## config.mk

```make
export PLATFORM = sky130hd
export DESIGN_NAME = fvn_queue
export DESIGN_NICKNAME = d
export VERILOG_FILES = /design/src/hw/rtl/fbm_value_noise_terrain_column_core_assert.svh /design/src/hw/rtl/fvn_queue.sv
export SDC_FILE = /design/constraint.sdc
export NUM_CORES = 1
export LEC_CHECK = 0
export ABC_AREA = 0
export BUFFER_PORTS_ARGS = -buffer_cell sky130_fd_sc_hd__buf_2
export CAP_MARGIN = 25
export CORE_MARGIN = 2
export CORE_UTILIZATION = 55
export DETAILED_ROUTE_END_ITERATION = 7
export HOLD_SLACK_MARGIN = 0.1
export PLACE_DENSITY = 0.83
export SYNTH_ARGS = -nofsm -noshare
export SYNTH_HDL_FRONTEND = slang
export SYNTH_SLANG_ARGS = --single-unit
```

## constraint.sdc

```tcl
create_clock -name i_clk -period 4.59 [get_ports i_clk]
set_input_delay 0.918 -clock i_clk [delete_from_list [all_inputs] [get_ports i_clk]]
set_output_delay 0.918 -clock i_clk [all_outputs]
set_load 0.05 [all_outputs]
```

## src/hw/rtl/fbm_value_noise_terrain_column_core_assert.svh

```systemverilog
// Assertion macros for the terrain column top level.
`ifndef FBM_VALUE_NOISE_TERRAIN_COLUMN_CORE_ASSERT_SVH
`define FBM_VALUE_NOISE_TERRAIN_COLUMN_CORE_ASSERT_SVH

// Same-cycle implication, checked outside reset.
`define FVN_ASSERT_NOW(lbl, ante, cons) \
    lbl: assert property (@(posedge i_clk) disable iff (!i_rst_n) (ante) |-> (cons)) \
        else $error("fvn assertion failed");

// Next-cycle implication, checked outside reset.
`define FVN_ASSERT_NEXT(lbl, ante, cons) \
    lbl: assert property (@(posedge i_clk) disable iff (!i_rst_n) (ante) |=> (cons)) \
        else $error("fvn assertion failed");

`endif

```

## src/hw/rtl/fvn_queue.sv

```systemverilog
// Short height queue between the front part and the column emitter.
`default_nettype none
module fvn_queue (
    input  wire        i_clk,
    input  wire        i_rst_n,
    input  wire        i_push_valid,
    output logic       o_push_ready,
    input  wire  [5:0] i_data,
    output logic       o_pop_valid,
    input  wire        i_pop_ready,
    output logic [5:0] o_data
);
    localparam int DEPTH = 4;
    localparam int AW    = $clog2(DEPTH);

    logic [5:0]  r_mem [DEPTH];
    logic [AW-1:0] r_wp, r_rp;
    logic [AW:0]   r_cnt;
    logic          w_push, w_pop;

    assign o_push_ready = (r_cnt != (AW+1)'(DEPTH));
    assign o_pop_valid  = (r_cnt != '0);
    assign o_data       = r_mem[r_rp];
    assign w_push       = i_push_valid && o_push_ready;
    assign w_pop        = o_pop_valid && i_pop_ready;

    always_ff @(posedge i_clk) begin
        if (!i_rst_n) begin
            r_wp  <= '0;
            r_rp  <= '0;
            r_cnt <= '0;
        end else begin
            if (w_push) begin
                r_mem[r_wp] <= i_data;
                r_wp        <= r_wp + AW'(1);
            end
            if (w_pop) r_rp <= r_rp + AW'(1);
            r_cnt <= r_cnt + (AW+1)'(w_push) - (AW+1)'(w_pop);
        end
    end
endmodule
`default_nettype wire

```

Word-level counts from Yosys, hierarchy flattened
Memory sizes are Yosys's and may differ from the RTL's. A register that Yosys moved wholly into a read port is not among the register bits.
Index checks and enable logic that the tools add are counted.
Storage, ports and cells
  output and inout bits: 8
  input bits: 10
  memories: 1
  register bits after elaboration: 7
  bits in writable memories: 24
Memory list
  r_mem: depth 4, width 6, rd ports 1, clocked after memory_dff 1, write ports 1, RTL line fvn_queue.sv:16  | logic [5:0] r_mem [DEPTH];
Cells by class
  reduce and logical (&&, ||, !) cells: 3
  equal/unequal tests: 1
  add/subtract/negate cells: 4
  muxes and demuxes: 5
Operators with widths (count)
  adder 2 x 1 -> 2 bit (second input constant): 2
  two-way mux 2 bit: 2
  adder 3 x 1 -> 3 bit: 1
  two-way mux 1 bit: 3
  inequality test 3 bit (second input constant): 1
  nonzero test 3 bit: 1
  subtractor 3 x 1 -> 3 bit: 1
  logical AND 1 bit: 2

Logic depth before layout (Yosys ltp)
  word-level depth: 5
  depth in mapped cells: 11

Worst setup path after synthesis
No wires, ideal clock.
  path kind: input to register
  start point: input port i_push_valid
  end point: register r_cnt[2]
  setup slack: 1981 ps
  stages on the path: 10
  arrival time: 2494 ps
  data required time: 4475 ps
  cell sequence: a21boi_2 -> inv_1 -> ha_1 -> inv_1 -> ha_1 -> inv_1 -> fa_1 -> xnor2_1 -> xnor2_1 -> and2_1
Between the ends
  word-level cells in the longest chain between the ends: 3
RTL lines
  from (decl): RTL line fvn_queue.sv:6  | input wire i_push_valid,
  logical AND 1 bit: RTL line fvn_queue.sv:24  | assign w_push = i_push_valid && o_push_ready;
  adder 3 x 1 -> 3 bit: RTL line fvn_queue.sv:38  | r_cnt <= r_cnt + (AW+1)'(w_push) - (AW+1)'(w_pop);
  subtractor 3 x 1 -> 3 bit: RTL line fvn_queue.sv:38
  to (signal assigned): RTL line fvn_queue.sv:38
  to (decl): RTL line fvn_queue.sv:18  | logic [AW:0] r_cnt;
No other way between the ends.
A chain may end at the register's enable or synchronous reset.

==> metrics.cfg <==
[status]
status = complete, no violations

[clock_tree]
cts_buffer_depth = 2
post_cts_buffers = 0
clock_sinks = 33
cts_tree = yes
postCtsHoldBufs = 0
cts-root-buf = clkbuf_4
insertion_delay_ps = 320
numCtsBuffers = 5
cts_resized = 0
path_clk_slew_ps = 90
cts.htree.levels = 2

[placed_design]
place.gp.congestion = 0.760
dp_slack_ps = 1780
port_buffers = 17
hpwl_mm = 1.44

[timing]
timing.fmax_mhz = 386
skew_ps = 7.75
tightest_slew_ps = 395
post-route-period-util_pct = 56.4
rsz0062_at_grt = no
maxSlewViolCount = 0
max_slew_margin_pct = 73.6
setup_viol = 0
final_hold_viol_count = 0
hold-worst-slack_ps = 517
min_period_ps = 2590
worst_slack_ps = 2000
setup_tns_ps = 0

[global_routing]
grt_overflow = 0
grt_usage_pct = 18.2
grt_max_degree = 15
grt_pass1_wl_mm = 3.31
antenna_found_initial = 0
grt_pass1_vias = 746

[logic_synthesis]
synth_nets = 96
ys_types = 19
synthCells = 79
syn_area_per_cell_sq_um = 17.0
ys_seq_area_share_pct = 67.0
ys_ff_latch = 33
yosys_warnings = 0
syn_area_sq_mm = 0.00134

[cells_and_area]
fin_util_pct = 67.1
area.growth.synth_to_final_pct = 12.7
drive_gt1_share_pct = 32.4
nNetsFinal = 118
layout_commonest_cell = edfxtp_1
fillers = 183
mostFrequentLayoutCells = 24 x edfxtp_1, 17 x buf_2, 9 x dfxtp_1
diodes = 0

[die]
core_area_sq_mm = 0.00225
dieArea_sq_mm = 0.00285
ios = 18
dieHeight_microns = 53.4
initial_utilization_pct = 59.6
die_w_microns = 53.4
core.rowCount = 17

[power_and_ir_drop]
p_leak_nw = 0.568
peakVddDrop_v = 0.000412
power_uw = 859
powerDensity_mw_per_mm2 = 567

[routing]
route.met2.wl_mm = 1.05
route.vias.total = 700
m1WireLength_microns = 736
postRouteAntennaNets = 0
wirelength_mm = 1.97
drc = 0
top_layer = met4
dr_wl_met3_microns = 117
drt_iter0_markers = 5
wl_per_cell_microns = 15.1
dr.pass1.iters = 4
vias_per_cell = 5.38

[run]
drv_cap = 0

[critical_path]
worstSetupPathType = flip-flop to output port
crit_fanout = 6
max_stage_delay_ps = 570
worstPathRequired_ps = 3670
cp_cell_sequence = mux4_2 -> buf_2
critPathLaunchType = flip-flop
critical_path.slowest_cell = dfxtp_1
endpoint_kind = output port
crit_arrival_ps = 1670

[hold_path]
holdCritPathClass = flip-flop to flip-flop

==> state kept, by name (all words and copies together), names as in the netlist, named ones only <==
name and flops:
r_wp 2, r_mem 24, r_cnt 3, r_rp 2
==> power breakdown <==
group | internal (mW) | switching (mW)
registers | 0.358 | 0.0448
clock network | 0.0755 | 0.0858
logic | 0.115 | 0.180
total | 0.548 | 0.311
==> path summary, 6_finish.rpt <==
path	startpoint	to	slack (ps)	depth (start not counted)
min reg2reg	r_wp[0]$_SDFFE_PN0P_	r_wp[0]$_SDFFE_PN0P_	520	2
max reg2reg	r_cnt[1]$_SDFF_PN0_	r_cnt[2]$_SDFF_PN0_	2190	11
min	r_wp[0]$_SDFFE_PN0P_	r_wp[0]$_SDFFE_PN0P_	520	2
max	flip-flop	o_data[4]	2000	2
==> cell usage after synthesis (all sizes together) <==
cell type	n	area, sq um
edfxtp	24	721
dfxtp	9	180
ha	6	75.1
mux4	6	135
inv	5	18.8
nand2	5	18.8
and3	4	25.0
xnor2	4	35.0
and2	3	18.8
nor2b	3	18.8
mux2i	2	20.0
a21boi	1	11.3
buf	1	5.00
clkbuf	1	3.75
fa	1	20.0
nor2	1	3.75
o311ai	1	16.3
o31a	1	10.0
or3	1	7.51
==> kinds of logic (layout without fill, tap and decap cells) <==
logic type                 after synthesis  after routing  synth area share [%]
buffers and inverters                    7             30                  2.05
adders and majority gates                7              7                  7.08
and+or+nand+nor                         17             17                  6.89
AOI/OAI and AO/OA                        3              3                  2.79
muxes                                    8              8                  11.5
xor gates and xnor gates                 4              4                  2.61
DFF                                     33             33                  67.0
==> area by class of cell <==
type	instances	area (sq um)	share of cell area, %
repair buffers	17	85.1	5.62
multi-input cells	39	415	27.4
flip-flops and latches	33	901	59.5
inverters	5	18.8	1.24
clock buffers	8	58.8	3.88
well taps	28	35.0	2.31
==> layer usage <==
layer / track usage (%) / vias up
met1: 18.5 / 337
met3: 5.65 / 8
met2: 30.7 / 19
met4: 14.1 / 0
met5: 0 / -
li1: - / 336
==> per-stage QoR <==
| step | cell area (sq um) | instances |
|---|---|---|
| 6_report | 1510 | 130 |
| 3_3_place_gp | 1460 | 122 |
| 4_1_cts | 1510 | 130 |
| 3_5_place_dp | 1460 | 122 |
| 5_1_grt | 1510 | 130 |
| 2_1_floorplan | 1340 | 79 |
==> worst max-delay path, delay by kind of cell (launching register included) <==
family / cells / cell delay, ps
buffers and inverters: 1 / 230
flip-flops: 1 / 570
multiplexers: 1 / 560
Power figures use the tool's default switching activity.
