[src/hw/rtl/fbm_value_noise_terrain_column_core_assert.svh]
// Assertion macros for the terrain column top level.
`ifndef FBM_VALUE_NOISE_TERRAIN_COLUMN_CORE_ASSERT_SVH
`define FBM_VALUE_NOISE_TERRAIN_COLUMN_CORE_ASSERT_SVH

// Same-cycle implication, checked outside reset.
`define FVN_ASSERT_NOW(lbl, ante, cons) \
    lbl: assert property (@(posedge i_clk) disable iff (!i_rst_n) (ante) |-> (cons)) \
        else $error("fvn assertion failed");

// Next-cycle implication, checked outside reset.
`define FVN_ASSERT_NEXT(lbl, ante, cons) \
    lbl: assert property (@(posedge i_clk) disable iff (!i_rst_n) (ante) |=> (cons)) \
        else $error("fvn assertion failed");

`endif

[src/hw/rtl/fvn_pkg.sv]
// Shared types and constants of the terrain column generator.
`default_nettype none
package fvn_pkg;
    localparam logic [31:0] HASH_X      = 32'd374761393;
    localparam logic [31:0] HASH_Y      = 32'd668265263;
    localparam logic [31:0] HASH_S      = 32'd2246822519;
    localparam logic [31:0] HASH_MIX    = 32'd1274126177;
    localparam logic [31:0] SEED_STEP   = 32'd977;

    localparam logic [2:0] REG_SEED        = 3'd0;
    localparam logic [2:0] REG_SCALE       = 3'd1;
    localparam logic [2:0] REG_DEPTH       = 3'd2;
    localparam logic [2:0] REG_SEA         = 3'd3;
    localparam logic [2:0] REG_SURFACE     = 3'd4;
    localparam logic [2:0] REG_UNDERGROUND = 3'd5;
    localparam logic [2:0] REG_WATER       = 3'd6;

    typedef struct packed {
        logic [31:0] seed;
        logic [15:0] scale;
        logic [5:0]  dm1;
        logic [5:0]  sea;
        logic [15:0] surface;
        logic [15:0] under;
        logic [15:0] water;
    } t_cfg;
endpackage
`default_nettype wire

[src/hw/rtl/fvn_height.sv]
// Turns a weighted noise sum into a clamped terrain height with a reciprocal multiply.
`default_nettype none
module fvn_height #(
    parameter int OCTAVE_COUNT = 4
) (
    input  wire                         i_clk,
    input  wire                         i_rst_n,
    input  fvn_pkg::t_cfg               i_cfg,
    input  wire                         i_s_valid,
    output logic                        o_s_ready,
    input  wire  [OCTAVE_COUNT+24-1:0]  i_s,
    output logic                        o_h_valid,
    input  wire                         i_h_ready,
    output logic [5:0]                  o_h
);
    localparam int SW = OCTAVE_COUNT + 24;
    localparam int XW = SW + 8;
    localparam int YW = XW - 25;
    localparam int RK = 24;
    localparam int PW = YW + RK + 1;
    localparam logic [63:0]   WSUM  = (64'd1 << OCTAVE_COUNT) - 64'd1;
    localparam logic [XW-1:0] DEN   = XW'(WSUM << 24);
    localparam logic [RK:0]   RECIP = (RK+1)'(((64'd1 << RK) + WSUM - 64'd1) / WSUM);

    logic          r_busy, r_done;
    logic [YW-1:0] r_y;
    logic [5:0]    r_q;
    logic [XW-1:0] w_num;
    logic [PW-1:0] w_prod;
    logic          w_take;

    assign o_s_ready = !r_busy && !r_done;
    assign w_take    = i_s_valid && o_s_ready;
    // The height is 2*S*(depth-1) + W*2^24 over 2*W*2^24, which rounds half up.
    assign w_num     = ((XW'(i_s) << 1) * XW'(i_cfg.dm1)) + DEN;
    // The power of two is dropped first; the rounded-up reciprocal of W is exact
    // over the whole range of the remaining numerator.
    assign w_prod    = PW'(r_y) * PW'(RECIP);
    assign o_h_valid = r_done;
    // The quotient is already rounded; clamp it to 1..depth-1.
    assign o_h = (r_q == 6'd0) ? 6'd1 : ((r_q > i_cfg.dm1) ? i_cfg.dm1 : r_q);

    always_ff @(posedge i_clk) begin
        if (!i_rst_n) begin
            r_busy <= 1'b0;
            r_done <= 1'b0;
        end else begin
            r_busy <= w_take;
            if (r_busy) begin
                r_done <= 1'b1;
            end else if (i_h_ready) begin
                r_done <= 1'b0;
            end
        end
    end

    always_ff @(posedge i_clk) begin
        if (w_take) r_y <= w_num[XW-1:25];
        if (r_busy) r_q <= w_prod[RK+5:RK];
    end
endmodule
`default_nettype wire

[config.mk]
export PLATFORM = sky130hd
export DESIGN_NAME = fvn_height
export DESIGN_NICKNAME = d
export VERILOG_FILES = /design/src/hw/rtl/fbm_value_noise_terrain_column_core_assert.svh /design/src/hw/rtl/fvn_pkg.sv /design/src/hw/rtl/fvn_height.sv
export SDC_FILE = /design/constraint.sdc
export NUM_CORES = 1
export LEC_CHECK = 0
export ABC_AREA = 1
export BUFFER_PORTS_ARGS = -buffer_cell sky130_fd_sc_hd__buf_2
export CELL_PAD_IN_SITES_DETAIL_PLACEMENT = 0
export CELL_PAD_IN_SITES_GLOBAL_PLACEMENT = 1
export CORE_AREA = 3 3 153 155
export DETAILED_ROUTE_END_ITERATION = 8
export DIE_AREA = 0 0 156 158
export GPL_TIMING_DRIVEN = 0
export PLACE_DENSITY = 0.81
export SKIP_LAST_GASP = 1
export SYNTH_ARGS = -nofsm -noshare
export SYNTH_HDL_FRONTEND = slang
export SYNTH_SLANG_ARGS = --single-unit
[constraint.sdc]
create_clock -name i_clk -period 5.7 [get_ports i_clk]
set_input_delay 1.14 -clock i_clk [delete_from_list [all_inputs] [get_ports i_clk]]
set_output_delay 1.14 -clock i_clk [all_outputs]
set_load 0.02 [all_outputs]
* Word-level counts from Yosys, hierarchy flattened
Index checks and enable logic that the tools add are counted.
Operators by class: $add $sub $neg 1, multiply operators 2, magnitude comparators 1, multiplexer cells 4, reduce and logical (&&, ||, !) cells 6
Operators by type and width (count):
- $add 35x28->36 const B | 1
- $mul 28x6->34 | 1
- $mul 11x20->29 const B | 1
- $mux 6 | 2
- $gt 6x6->1 | 1
- $logic_not 6->1 | 1
- $logic_and 1x1->1 | 2
- $logic_not 1->1 | 2
- $mux 1 | 2
- $reduce_bool 2->1 | 1
Word-level totals: register bits after elaboration 19, bits of input ports 140, output and inout port bits 8, logic and storage cells 18

* Depth between registers and ports, before layout
word-level depth 3, depth in mapped cells 28, mapped depth without buffers 26

* Least setup slack after synthesis
Ideal clock, no wire load.
kind input port to flip-flop, start input i_cfg[58] in the netlist's numbering, end register r_y[9] (data pin), setup time 0.253 ns, data arrival time 5.147 ns, required time 5.447 ns, setup slack 0.300 ns, stages 25, path buffers 2, cell sequence clkbuf_1 -> buf_1 -> nand2_1 -> inv_1 -> fa_1 -> fa_1 -> inv_1 -> fa_1 -> inv_1 -> ha_1 -> nand2_1 -> inv_1 -> a21oi_1 -> inv_1 -> o21ai_0 -> nand3_1 -> nand2_1 -> nand2_2 -> ha_1 -> nand3_1 -> nor2_4 -> nor2_4 -> nand3_1 -> nand2_1 -> nand2_1
Between the ends: longest elaborated chain between the ends 2
RTL lines:
- start, declared | RTL line fvn_height.sv:8 | input fvn_pkg::t_cfg i_cfg,
- $mul 28x6->34 | RTL line fvn_height.sv:35 | assign w_num = ((XW'(i_s) << 1) * XW'(i_cfg.dm1)) + DEN;
- $add 35x28->36 | RTL line fvn_height.sv:35
- via w_num[34] | RTL line fvn_height.sv:28 | logic [XW-1:0] w_num;
- end signal, assigned | RTL line fvn_height.sv:58 | if (w_take) r_y <= w_num[XW-1:25];
- end, declared | RTL line fvn_height.sv:26 | logic [YW-1:0] r_y;
The timed path passes the listed nets, and every way through them passes these cells. A chain may end at the register's enable or synchronous reset.

* Worst setup path in the final report
start input i_cfg[59] in the netlist's numbering, end register r_y[9] (data pin)
The elaborated chain is that of the path after synthesis.

==> summary.md <==
| Metric | Value |
|---|---|
| Yosys reg bits | 19 |
| CP Class | primary input to flip-flop |
| Area leader, netlist | fa_1 |
| Most used DFF post-synth | edfxtp_1 |
| Setup crit start kind | primary input |
| R2r endpoint | r_q[3] |
| Total wire length | 19600 um |
| Sequential-to-total area share from yosys stat | 6.54% |
| WP buf/inv | 6 |
| I/O pin count | 148 |
| Post-synth net total | 1631 |
| Via-to-Cell Ratio | 4.48 |
| Fill cells | 2421 |
| Power, Total | 4100 uW |
| DP Wirelength | 17300 um |
| Slowest CP cell | fa_1 |
| Largest net degree at the start of global routing | 20 |
| Setup Viol. Count Final | 0 |
| Nets | 1672 |
| Share of layout cells above drive strength 1 | 7.55% |
| Final Hold Fails | 0 |
| Hold-fix buffers, CTS | 0 |
| Worst-path clk slew | 0.05 ns |
| Mapped Area | 8410 um2 |
| Status | complete, no violations |
| Via count | 7191 |
| Die H | 158 um |
| Unrepaired setup endpoints after global routing | no |
| CP arrival | 5.39 ns |
| Tmin final | 5.38 ns |
| # diodes | 0 |
| Worst hold margin | 0.496 ns |
| Clk buf depth | 2 |
| CP max FO | 10 |
| Area grow syn2layout | 8.19% |
| Worst-Skew Late Latency | 0.25 ns |
| Cell Pwr Density | 451 nW/um2 |
| RR Startpoint | r_y[7] |
| Post-synth EDFFs | 17 |
| Drt wl/cell | 12.2 um |
| Setup WS post-layout | 0.317 ns |
| Post-route cell area | 9100 um2 |
| P_leak | 0.00594 uW |
| CP dominant cell by count | nand2_1 |
| Number of core rows | 54 |
| Worst reg2reg setup slack | 2.04 ns |
| Synth Warn # | 0 |
| Dominant cells by area after synthesis | fa_1 27%, inv_1 18%, nand2_1 17% |
| Netlist cell types | 45 |
| CTS tree | done |
| Initial core utilization | 38.3% |
| GR Overflow Total | 0 |
| Highest clock rate | 186 MHz |
| Post-synthesis instance total | 1284 |
| CTS H-tree depth | 1 |
| Num CTS Buffers | 3 |
| Vias in the first global route | 7323 |
| Min-Delay Startpoint | o_h_valid |
| Worst hold-check path type | flip-flop to flip-flop |
| Hold endpoint | r_busy |
| Worst setup skew after layout | 0.00307 ns |
| Post-route ant nets | 0 |
| Hold Path Stages | 1 |
| Total global-route track usage | 16.9% |
| R2R cell count | 15 |
| Clock Sink Count | 19 |
| Die width | 156 um |
| Req. time, crit path | 5.71 ns |
| Final period util | 94.4% |
| Pre-Repair DR Iteration Count | 4 |
| Post-CTS Setup Inserts | 0 |
| Root Buffer | clkbuf_16 |
| Setup crit end kind | flip-flop |
| First-pass GRT wire length | 34500 um |
| Ys async rst share | 0% |
| Slowest stage delay, CP | 0.55 ns |
| Initial antenna violation count | 0 |
| CP delay by family, top | adder cells |
| Final slew viol count | 0 |
| Worst-margin pin slew | 0.880 ns |
| Avg Inst Size Synth | 6.55 um2 |
| Post-synth top area share | 27.4% |
| Pre-CTS setup slack | -0.902 ns |
| Core region area | 22000 um2 |
| IO Port Bufs | 40 |
| Slew headroom | 41.0% |
| Worst vdd ir | 0.000249 V |
| Max-cap check violation count | 0 |
| Die area | 24600 um2 |
| DRC | 0 |
| Routability cong. | 0.882 |
| Dpl cell area | 8970 um2 |
| DR iter-0 viols | 314 |
report_power, final:
part	internal [uW]	leakage (uW)	switching (uW)
registers	278	0.000179	60.6
logic	1340	0.00573	2280
clock network	94.7	0.0000371	49.8
metrics by stage:
step	TNS [ns]	std cells	util, %
floorplan	0	1284	-
global placement	-6.65	1604	40.8
detailed placement	-6.76	1604	40.8
finish	0	1604	41.5
global route	0	1604	41.5
CTS	0	1605	41.2
sequential cells by signal, summed over array words and instances, names as in the netlist:
register   count
r_y           11
r_busy         1
r_q            6
o_h_valid      1
synthesized netlist by cell type (3+ instances only):
library cell	number
a21oi_1	37
buf_1	6
clkbuf_1	11
edfxtp_1	17
fa_1	115
ha_1	92
inv_1	414
nand2_1	386
nand2_2	13
nand3_1	28
nand3_2	5
nand3b_1	3
nand4_1	7
nor2_1	60
nor2_2	9
nor2_4	3
nor3_1	14
o211ai_1	3
o21ai_0	17
xnor2_1	5
xor2_1	7
cell type report:
| type | count | area (um2) | share of cell area (%) |
|---|---|---|---|
| Multi-Input combinational cell | 830 | 6250 | 68.6 |
| Inverter | 416 | 1560 | 17.2 |
| Sequential cell | 19 | 551 | 6.05 |
| Tap cell | 280 | 350 | 3.85 |
| Timing Repair Buffer | 40 | 200 | 2.20 |
| Buffer | 15 | 113 | 1.24 |
| Clock buffer | 3 | 75.1 | 0.825 |
| Clock inverter | 1 | 7.51 | 0.0825 |
per-layer routing:
metal | up-vias | GRT usage [%] | routed length (um)
met4 | 0 | 1.77 | 124
met5 | - | 0 | 0
met2 | 96 | 29.4 | 9100
met3 | 8 | 1.23 | 614
li1 | 3796 | - | -
met1 | 3291 | 23.9 | 9810
what timing repair did:
| item | CTS | global route |
|---|---|---|
| gates cloned | 0 | 0 |
| endpoints found under the setup margin | 11 | 8 |
| gates resized for setup | 8 | 35 |
cells by family after synthesis:
logic type	after synthesis	synth area share (%)
xor gates and xnor gates	12	1.25
and+or+nand+nor	538	26.8
adders and majority gates	207	41.0
DFF	19	6.54
AOI/OAI and AO/OA	73	4.86
buffers and inverters	435	19.5
placed cells by master, fill, tap and decap left out, types with 7 or more instances in the layout:
master,Yosys,routed
inv_1,414,414
nand2_1,386,385
fa_1,115,115
ha_1,92,92
nor2_1,60,57
buf_2,1,41
a21oi_1,37,37
nand3_1,28,28
edfxtp_1,17,17
o21ai_0,17,16
nand2_2,13,14
nor3_1,14,13
nor2_2,9,11
xor2_1,7,7
nand4_1,7,7
worst max-delay path by stage:
stage	slack (ns)	to	cells past startpoint	from
5_1_grt	0.02	r_y[9]	26	i_cfg[59]
3_3_place_gp	-0.89	r_y[9]	26	i_cfg[59]
2_1_floorplan	0.30	r_y[9]	25	i_cfg[58]
4_1_cts	0.02	r_y[9]	25	i_cfg[56]
3_5_place_dp	-0.90	r_y[9]	26	i_cfg[59]
6_report	0.32	r_y[9]	26	i_cfg[59]
(Power assumes the default switching activity.)
