<file path="config.mk">
export PLATFORM = sky130hd
export DESIGN_NAME = fvn_column
export DESIGN_NICKNAME = d
export VERILOG_FILES = /design/src/hw/rtl/fbm_value_noise_terrain_column_core_assert.svh /design/src/hw/rtl/fvn_pkg.sv /design/src/hw/rtl/fvn_column.sv
export SDC_FILE = /design/constraint.sdc
export NUM_CORES = 1
export LEC_CHECK = 0
export BUFFER_PORTS_ARGS = -buffer_cell sky130_fd_sc_hd__buf_2
export CAP_MARGIN = 10
export CORE_MARGIN = 2
export CORE_UTILIZATION = 41
export DETAILED_ROUTE_END_ITERATION = 10
export PLACE_DENSITY = 0.89
export SYNTH_ARGS = -nofsm -noshare
export SYNTH_HDL_FRONTEND = slang
export SYNTH_SLANG_ARGS = --single-unit
export TNS_END_PERCENT = 50
</file>
<file path="constraint.sdc">
create_clock -name i_clk -period 3.4 [get_ports i_clk]
set_clock_uncertainty 0.15 [all_clocks]
set_input_delay 0.68 -clock i_clk [delete_from_list [all_inputs] [get_ports i_clk]]
set_output_delay 0.68 -clock i_clk [all_outputs]
set_load 0.005 [all_outputs]
</file>
<file path="src/hw/rtl/fbm_value_noise_terrain_column_core_assert.svh">
// Assertion macros for the terrain column top level.
`ifndef FBM_VALUE_NOISE_TERRAIN_COLUMN_CORE_ASSERT_SVH
`define FBM_VALUE_NOISE_TERRAIN_COLUMN_CORE_ASSERT_SVH

// Same-cycle implication, checked outside reset.
`define FVN_ASSERT_NOW(lbl, ante, cons) \
    lbl: assert property (@(posedge i_clk) disable iff (!i_rst_n) (ante) |-> (cons)) \
        else $error("fvn assertion failed");

// Next-cycle implication, checked outside reset.
`define FVN_ASSERT_NEXT(lbl, ante, cons) \
    lbl: assert property (@(posedge i_clk) disable iff (!i_rst_n) (ante) |=> (cons)) \
        else $error("fvn assertion failed");

`endif

</file>
<file path="src/hw/rtl/fvn_pkg.sv">
// Shared types and constants of the terrain column generator.
`default_nettype none
package fvn_pkg;
    localparam logic [31:0] HASH_X      = 32'd374761393;
    localparam logic [31:0] HASH_Y      = 32'd668265263;
    localparam logic [31:0] HASH_S      = 32'd2246822519;
    localparam logic [31:0] HASH_MIX    = 32'd1274126177;
    localparam logic [31:0] SEED_STEP   = 32'd977;

    localparam logic [2:0] REG_SEED        = 3'd0;
    localparam logic [2:0] REG_SCALE       = 3'd1;
    localparam logic [2:0] REG_DEPTH       = 3'd2;
    localparam logic [2:0] REG_SEA         = 3'd3;
    localparam logic [2:0] REG_SURFACE     = 3'd4;
    localparam logic [2:0] REG_UNDERGROUND = 3'd5;
    localparam logic [2:0] REG_WATER       = 3'd6;

    typedef struct packed {
        logic [31:0] seed;
        logic [15:0] scale;
        logic [5:0]  dm1;
        logic [5:0]  sea;
        logic [15:0] surface;
        logic [15:0] under;
        logic [15:0] water;
    } t_cfg;
endpackage
`default_nettype wire

</file>
<file path="src/hw/rtl/fvn_column.sv">
// Back part: emits one cube per level of each column, one level per cycle unless stalled.
`default_nettype none
module fvn_column (
    input  wire           i_clk,
    input  wire           i_rst_n,
    input  fvn_pkg::t_cfg i_cfg,
    input  wire           i_h_valid,
    output logic          o_h_ready,
    input  wire  [5:0]    i_h,
    output logic          o_valid,
    input  wire           i_ready,
    output logic [5:0]    o_level,
    output logic [15:0]   o_cube_id,
    output logic [5:0]    o_terrain_height,
    output logic          o_last_level
);
    logic        r_act, r_ov;
    logic [5:0]  r_z, r_h;
    logic [5:0]  r_level, r_height;
    logic [15:0] r_cube;
    logic        r_last;

    logic        w_load, w_have, w_last;
    logic [5:0]  w_z, w_hh, w_wtop;
    logic [15:0] w_cube;

    assign w_load    = !r_ov || i_ready;
    assign w_have    = r_act || i_h_valid;
    assign o_h_ready = w_load && !r_act;
    assign w_z       = r_act ? r_z : 6'd0;
    assign w_hh      = r_act ? r_h : i_h;
    assign w_last    = (w_z == i_cfg.dm1);
    assign w_wtop    = (i_cfg.sea > i_cfg.dm1) ? i_cfg.dm1 : i_cfg.sea;

    always_comb begin
        if ((7'(w_z) + 7'd1) < 7'(w_hh)) begin
            w_cube = i_cfg.under;
        end else if ((7'(w_z) + 7'd1) == 7'(w_hh)) begin
            w_cube = i_cfg.surface;
        end else if (i_cfg.water != 16'd0 && (w_hh - 6'd1) < i_cfg.sea && w_z <= w_wtop) begin
            w_cube = i_cfg.water;
        end else begin
            w_cube = 16'd0;
        end
    end

    always_ff @(posedge i_clk) begin
        if (!i_rst_n) begin
            r_ov  <= 1'b0;
            r_act <= 1'b0;
        end else if (w_load) begin
            r_ov <= w_have;
            if (w_have) begin
                r_act    <= !w_last;
                r_z      <= w_z + 6'd1;
                r_h      <= w_hh;
                r_level  <= w_z;
                r_cube   <= w_cube;
                r_height <= w_hh;
                r_last   <= w_last;
            end
        end
    end

    assign o_valid          = r_ov;
    assign o_level          = r_level;
    assign o_cube_id        = r_cube;
    assign o_terrain_height = r_height;
    assign o_last_level     = r_last;
endmodule
`default_nettype wire

</file>
-- Word-level counts from Yosys, hierarchy flattened
Cells that the tools add are included.
- register bits after elaboration: 37
- word-level logic and storage cells: 33
- input bits: 118
- $lt $le $gt $ge: 4
- $add $sub $neg: 3
- equal/unequal tests: 2
- reduce and logical (&&, ||, !) cells: 11
- multiplexer cells: 6
- operators with widths (kind ; number):
    $mux W16 ; 3
    $mux W6 ; 3
    $reduce_bool A16 Y1 ; 1
    $add A6 B1 Y7 const B ; 1
    $eq A7 B6 Y1 ; 1
    $lt A7 B6 Y1 ; 1
    $add A6 B1 Y6 const B ; 1
    $eq A6 B6 Y1 ; 1
    $gt A6 B6 Y1 ; 1
    $le A6 B6 Y1 ; 1
    $lt A6 B6 Y1 ; 1
    $sub A6 B1 Y6 const B ; 1
    $logic_and A1 B1 Y1 ; 3
    $logic_not A1 Y1 ; 3
    $reduce_and A3 Y1 ; 1
    $logic_or A1 B1 Y1 ; 2
    $reduce_and A2 Y1 ; 1

-- Logic depth before layout (Yosys ltp)
- depth in word-level cells: 8
- gate-level depth with buffers: 14
- depth with buffers taken out: 13

-- Least setup slack after synthesis
Ideal clock, no wire load.
- path kind: input -> register
- from: in i_cfg[59] in the netlist's numbering
- to: reg r_cube[10] (netlist: o_cube_id[10]), data pin
- buffers on the path: 1
- data arrival time: 3052 ps
- stages: 13
- slack: -63 ps
- data required time: 2988 ps
- library setup time: 262 ps
- cells stage by stage: inv_1 ha_1 and4_1 a21oi_1 a32oi_2 mux2i_1 ha_1 and4_1 nand3_1 a21bo_1 buf_2 nand4_1 a31oi_1
- word-level cells in the longest chain between the ends: 7
- ends and longest elaborated chain (item ; RTL line ; RTL):
    start: declaration ; fvn_column.sv:6 ; input fvn_pkg::t_cfg i_cfg,
    $gt A6 B6 Y1 ; fvn_column.sv:33 ; assign w_wtop = (i_cfg.sea > i_cfg.dm1) ? i_cfg.dm1 : i_cfg.sea;
    $mux W6 (*) ; fvn_column.sv:33 ;
    $le A6 B6 Y1 (*) ; fvn_column.sv:40 ; end else if (i_cfg.water != 16'd0 && (w_hh - 6'd1) < i_cfg.sea && w_z <= w_wtop) begin
    $logic_and A1 B1 Y1 (*) ; fvn_column.sv:40 ;
    $mux W16 (*) ; fvn_column.sv:40 ;
    $mux W16 (*) ; fvn_column.sv:38 ; end else if ((7'(w_z) + 7'd1) == 7'(w_hh)) begin
    $mux W16 (*) ; fvn_column.sv:36 ; if ((7'(w_z) + 7'd1) < 7'(w_hh)) begin
    net w_cube[10] ; fvn_column.sv:25 ; logic [15:0] w_cube;
    end signal: assignment ; fvn_column.sv:58 ; r_cube <= w_cube;
    end: declaration ; fvn_column.sv:20 ; logic [15:0] r_cube;
The timed path passes the listed nets; every way through them passes the cells marked *.
A chain may end at the register's enable or synchronous reset.

-- Worst setup path in the final report
- from: in i_cfg[55] in the netlist's numbering
- to: reg r_cube[14] (netlist: o_cube_id[14]), data pin
Same word-level chain as after synthesis.

==> metrics <==
run status=complete, no violations; Fmax achieved=300.1 MHz; max capacitance violation total=0; cell seen most often among critical-path stages=ha_1; buffers from clock root to sink, at most=2; Area growth syn-to-layout=37.12%; maximum level of the CTS H-tree=2; Crit path required time=3370 ps; number of slew-limit violations in the final report=0; Detailed Routing Iterations Pass 1=4; total power density per cell area=360.9 nW/um^2; Largest stage delay, worst path=320 ps; Antenna Diode Count=0; number of synthesized flops with an enable pin=35; global-route wire length before repair=11.91 mm; total number of clock tree sinks=37; total routing usage reported by global routing=0.2053; clock root cell=clkbuf_8; Tightest Pin Transition=553.4 ps; Yosys cell types=41; most used cells in the layout excluding fill and tap cells=buf_2, edfxtp_1, buf_4, nand2_1, ha_1; area fraction of the dominant cell type after synthesis=0.3927; Arr. time, crit path=3300 ps; initial antenna violation count=0; WS Path Type=in -> reg; placed instance count=462; minimum clock period after layout=3333 ps; fin cells=474; commonest non-fill, non-tap cell in the layout=buf_2; vias per inst=5.572; synth top area cells=edfxtp_1, ha_1, nor2b_1; PnR worst setup slack=67.41 ps; routability congestion estimate from global placement=0.8906; class of the most critical hold timing path=reg -> reg; Routed Antenna Nets=0; number of global-route vias before repair=2542; DIE HEIGHT=84.80 microns; latest clock arrival within the worst-skew pair=290 ps; Synth Instances=271; initial standard-cell utilization of the core=0.4239; Worst Hold Margin=484.7 ps; net total in the final layout=539; post-synthesis instance area=2676 sq um; routed length per instance=16.93 microns; DR DRC count=0; worst ir drop on vdd=0.0001834 V; share of cells above drive strength 1=0.4030; Critical Path End Type=flop; slowest cell on the critical path=ha_1; Detailed Place HPWL=5.894 mm; sequential area share after synthesis=0.4077; synthesized flop and latch total=37; final clock period utilization by the worst path=0.9802; number of buffers inserted by port buffering=100; max-slew headroom at the worst pin=0.6311; Routed WL=8.023 mm; CORE AREA=6314 sq um; total via count in the routed design=2641; final design utilization=0.5813; count of boundary I/O pins=149; leakage power summed over all cells=1.655 nW; Setup Viol. Count Final=0; startpoint type of the worst setup path=input port; die footprint=7190 sq um; Critical Path Fanout Max=8; most instantiated flip-flop cell in the synthesis netlist=edfxtp_1; clock buffer count from CTS=5; Place WS=-279.6 ps; proportion of synthesized flip-flops having asynchronous set or reset=0; CTS tree=built; cell type with the highest aggregate area in the netlist=edfxtp_1; ordered cell list for the critical path=buf_2 -> inv_1 -> ha_1 -> a21o_1 -> a21oi_2 -> a32oi_2 -> buf_6 -> mux2i_1 -> ha_1 -> and4_4 -> nand3_4 -> a41oi_4 -> clkbuf_16 -> nand4_1 -> a31oi_1; standard-cell rows=29; count of warnings emitted by yosys=0; synthesized area per cell=9.876 sq um; number of hold violations in the final report=0; maximum number of pins on one net before global-route repair=36; grt total ovfl=0; die span in x=84.80 microns; number of nets produced by synthesis=414; Worst-path clk slew=80 ps; number of DRC markers after the initial detailed-route iteration=126
## power by group
part / switching [mW] / internal (mW) / leakage [nW]
logic: 0.244 / 0.220 / 1.26
registers: 0.0158 / 0.547 / 0.349
clock network: 0.160 / 0.138 / 0.0430
## state kept, by name (all words and copies together), names as in the netlist
register / cells
o_terrain_height: 6
o_valid: 1
r_act: 1
o_cube_id: 16
o_last_level: 1
o_level: 6
r_z: 6
## repair_timing
item	4_1_cts	5_1_grt
hold buffers	0	0
setup buffers	0	2
gates resized for setup	0	18
endpoints found under the setup margin	0	16
## worst max-delay path, delay by kind of cell
| kind | cells | cell delay [ps] |
|---|---|---|
| AO/OA/AOI/OAI | 5 | 890 |
| buffers and inverters | 4 | 510 |
| multiplexers | 1 | 120 |
| adder cells (fa/ha/maj) | 2 | 620 |
| AND/OR/NAND/NOR | 3 | 470 |
## through the flow
stage	cell area [sq um]	power [mW]	setup TNS (ps)
4_1_cts	3538	1.292	0
3_5_place_dp	3457	0.9927	-3730
2_1_floorplan	2694	0.8182	0
6_report	3670	1.324	0
3_3_place_gp	3457	0.9688	-845.6
5_1_grt	3670	1.398	-210.2
## final cells by class
type | instances | area [sq um]
inverter | 23 | 86.33
timing repair buffer | 130 | 772.0
clock inverter | 3 | 12.51
sequential | 37 | 1091
fill | 558 | 2644
multi-input combinational | 199 | 1543
tap | 77 | 96.34
clock buffer | 5 | 68.82
## synth_stat cells, types with 7 or more instances
cell type	instances
edfxtp_1	35
ha_1	25
inv_1	22
nand2_1	22
nor2b_1	21
nand4_1	17
nor3_1	17
a31oi_1	16
mux2i_1	11
xnor2_1	9
o21ai_0	8
nor2_1	7
## final timing paths
| path | from | to | slack [ps] | depth (start not counted) |
|---|---|---|---|---|
| min reg2reg | r_act | o_valid | 480 | 1 |
| max reg2reg | r_act | o_cube_id[1] | 280 | 10 |
| min | r_act | o_valid | 480 | 1 |
| max | i_cfg[55] | o_cube_id[14] | 70 | 15 |
## kinds of logic after synthesis
| logic type | synth area share |
|---|---|
| AOI/OAI and AO/OA | 0.1267 |
| xor gates and xnor gates | 0.03600 |
| adders and majority gates | 0.1169 |
| buffers and inverters | 0.05563 |
| DFF | 0.4077 |
| muxes | 0.04535 |
| and+or+nand+nor | 0.2118 |
## per-layer routing
| layer | global-route usage | vias up | part of all wire | wire length (microns) |
|---|---|---|---|---|
| li1 | - | 1253 | - | - |
| met1 | 0.2587 | 1246 | 0.41 | 3317 |
| met2 | 0.3500 | 115 | 0.50 | 3995 |
| met3 | 0.03540 | 27 | 0.053 | 423 |
| met4 | 0.08081 | 0 | 0.036 | 286 |
| met5 | 0 | - | 0 | 0 |
Note: power is estimated with default switching activity, not from simulation.
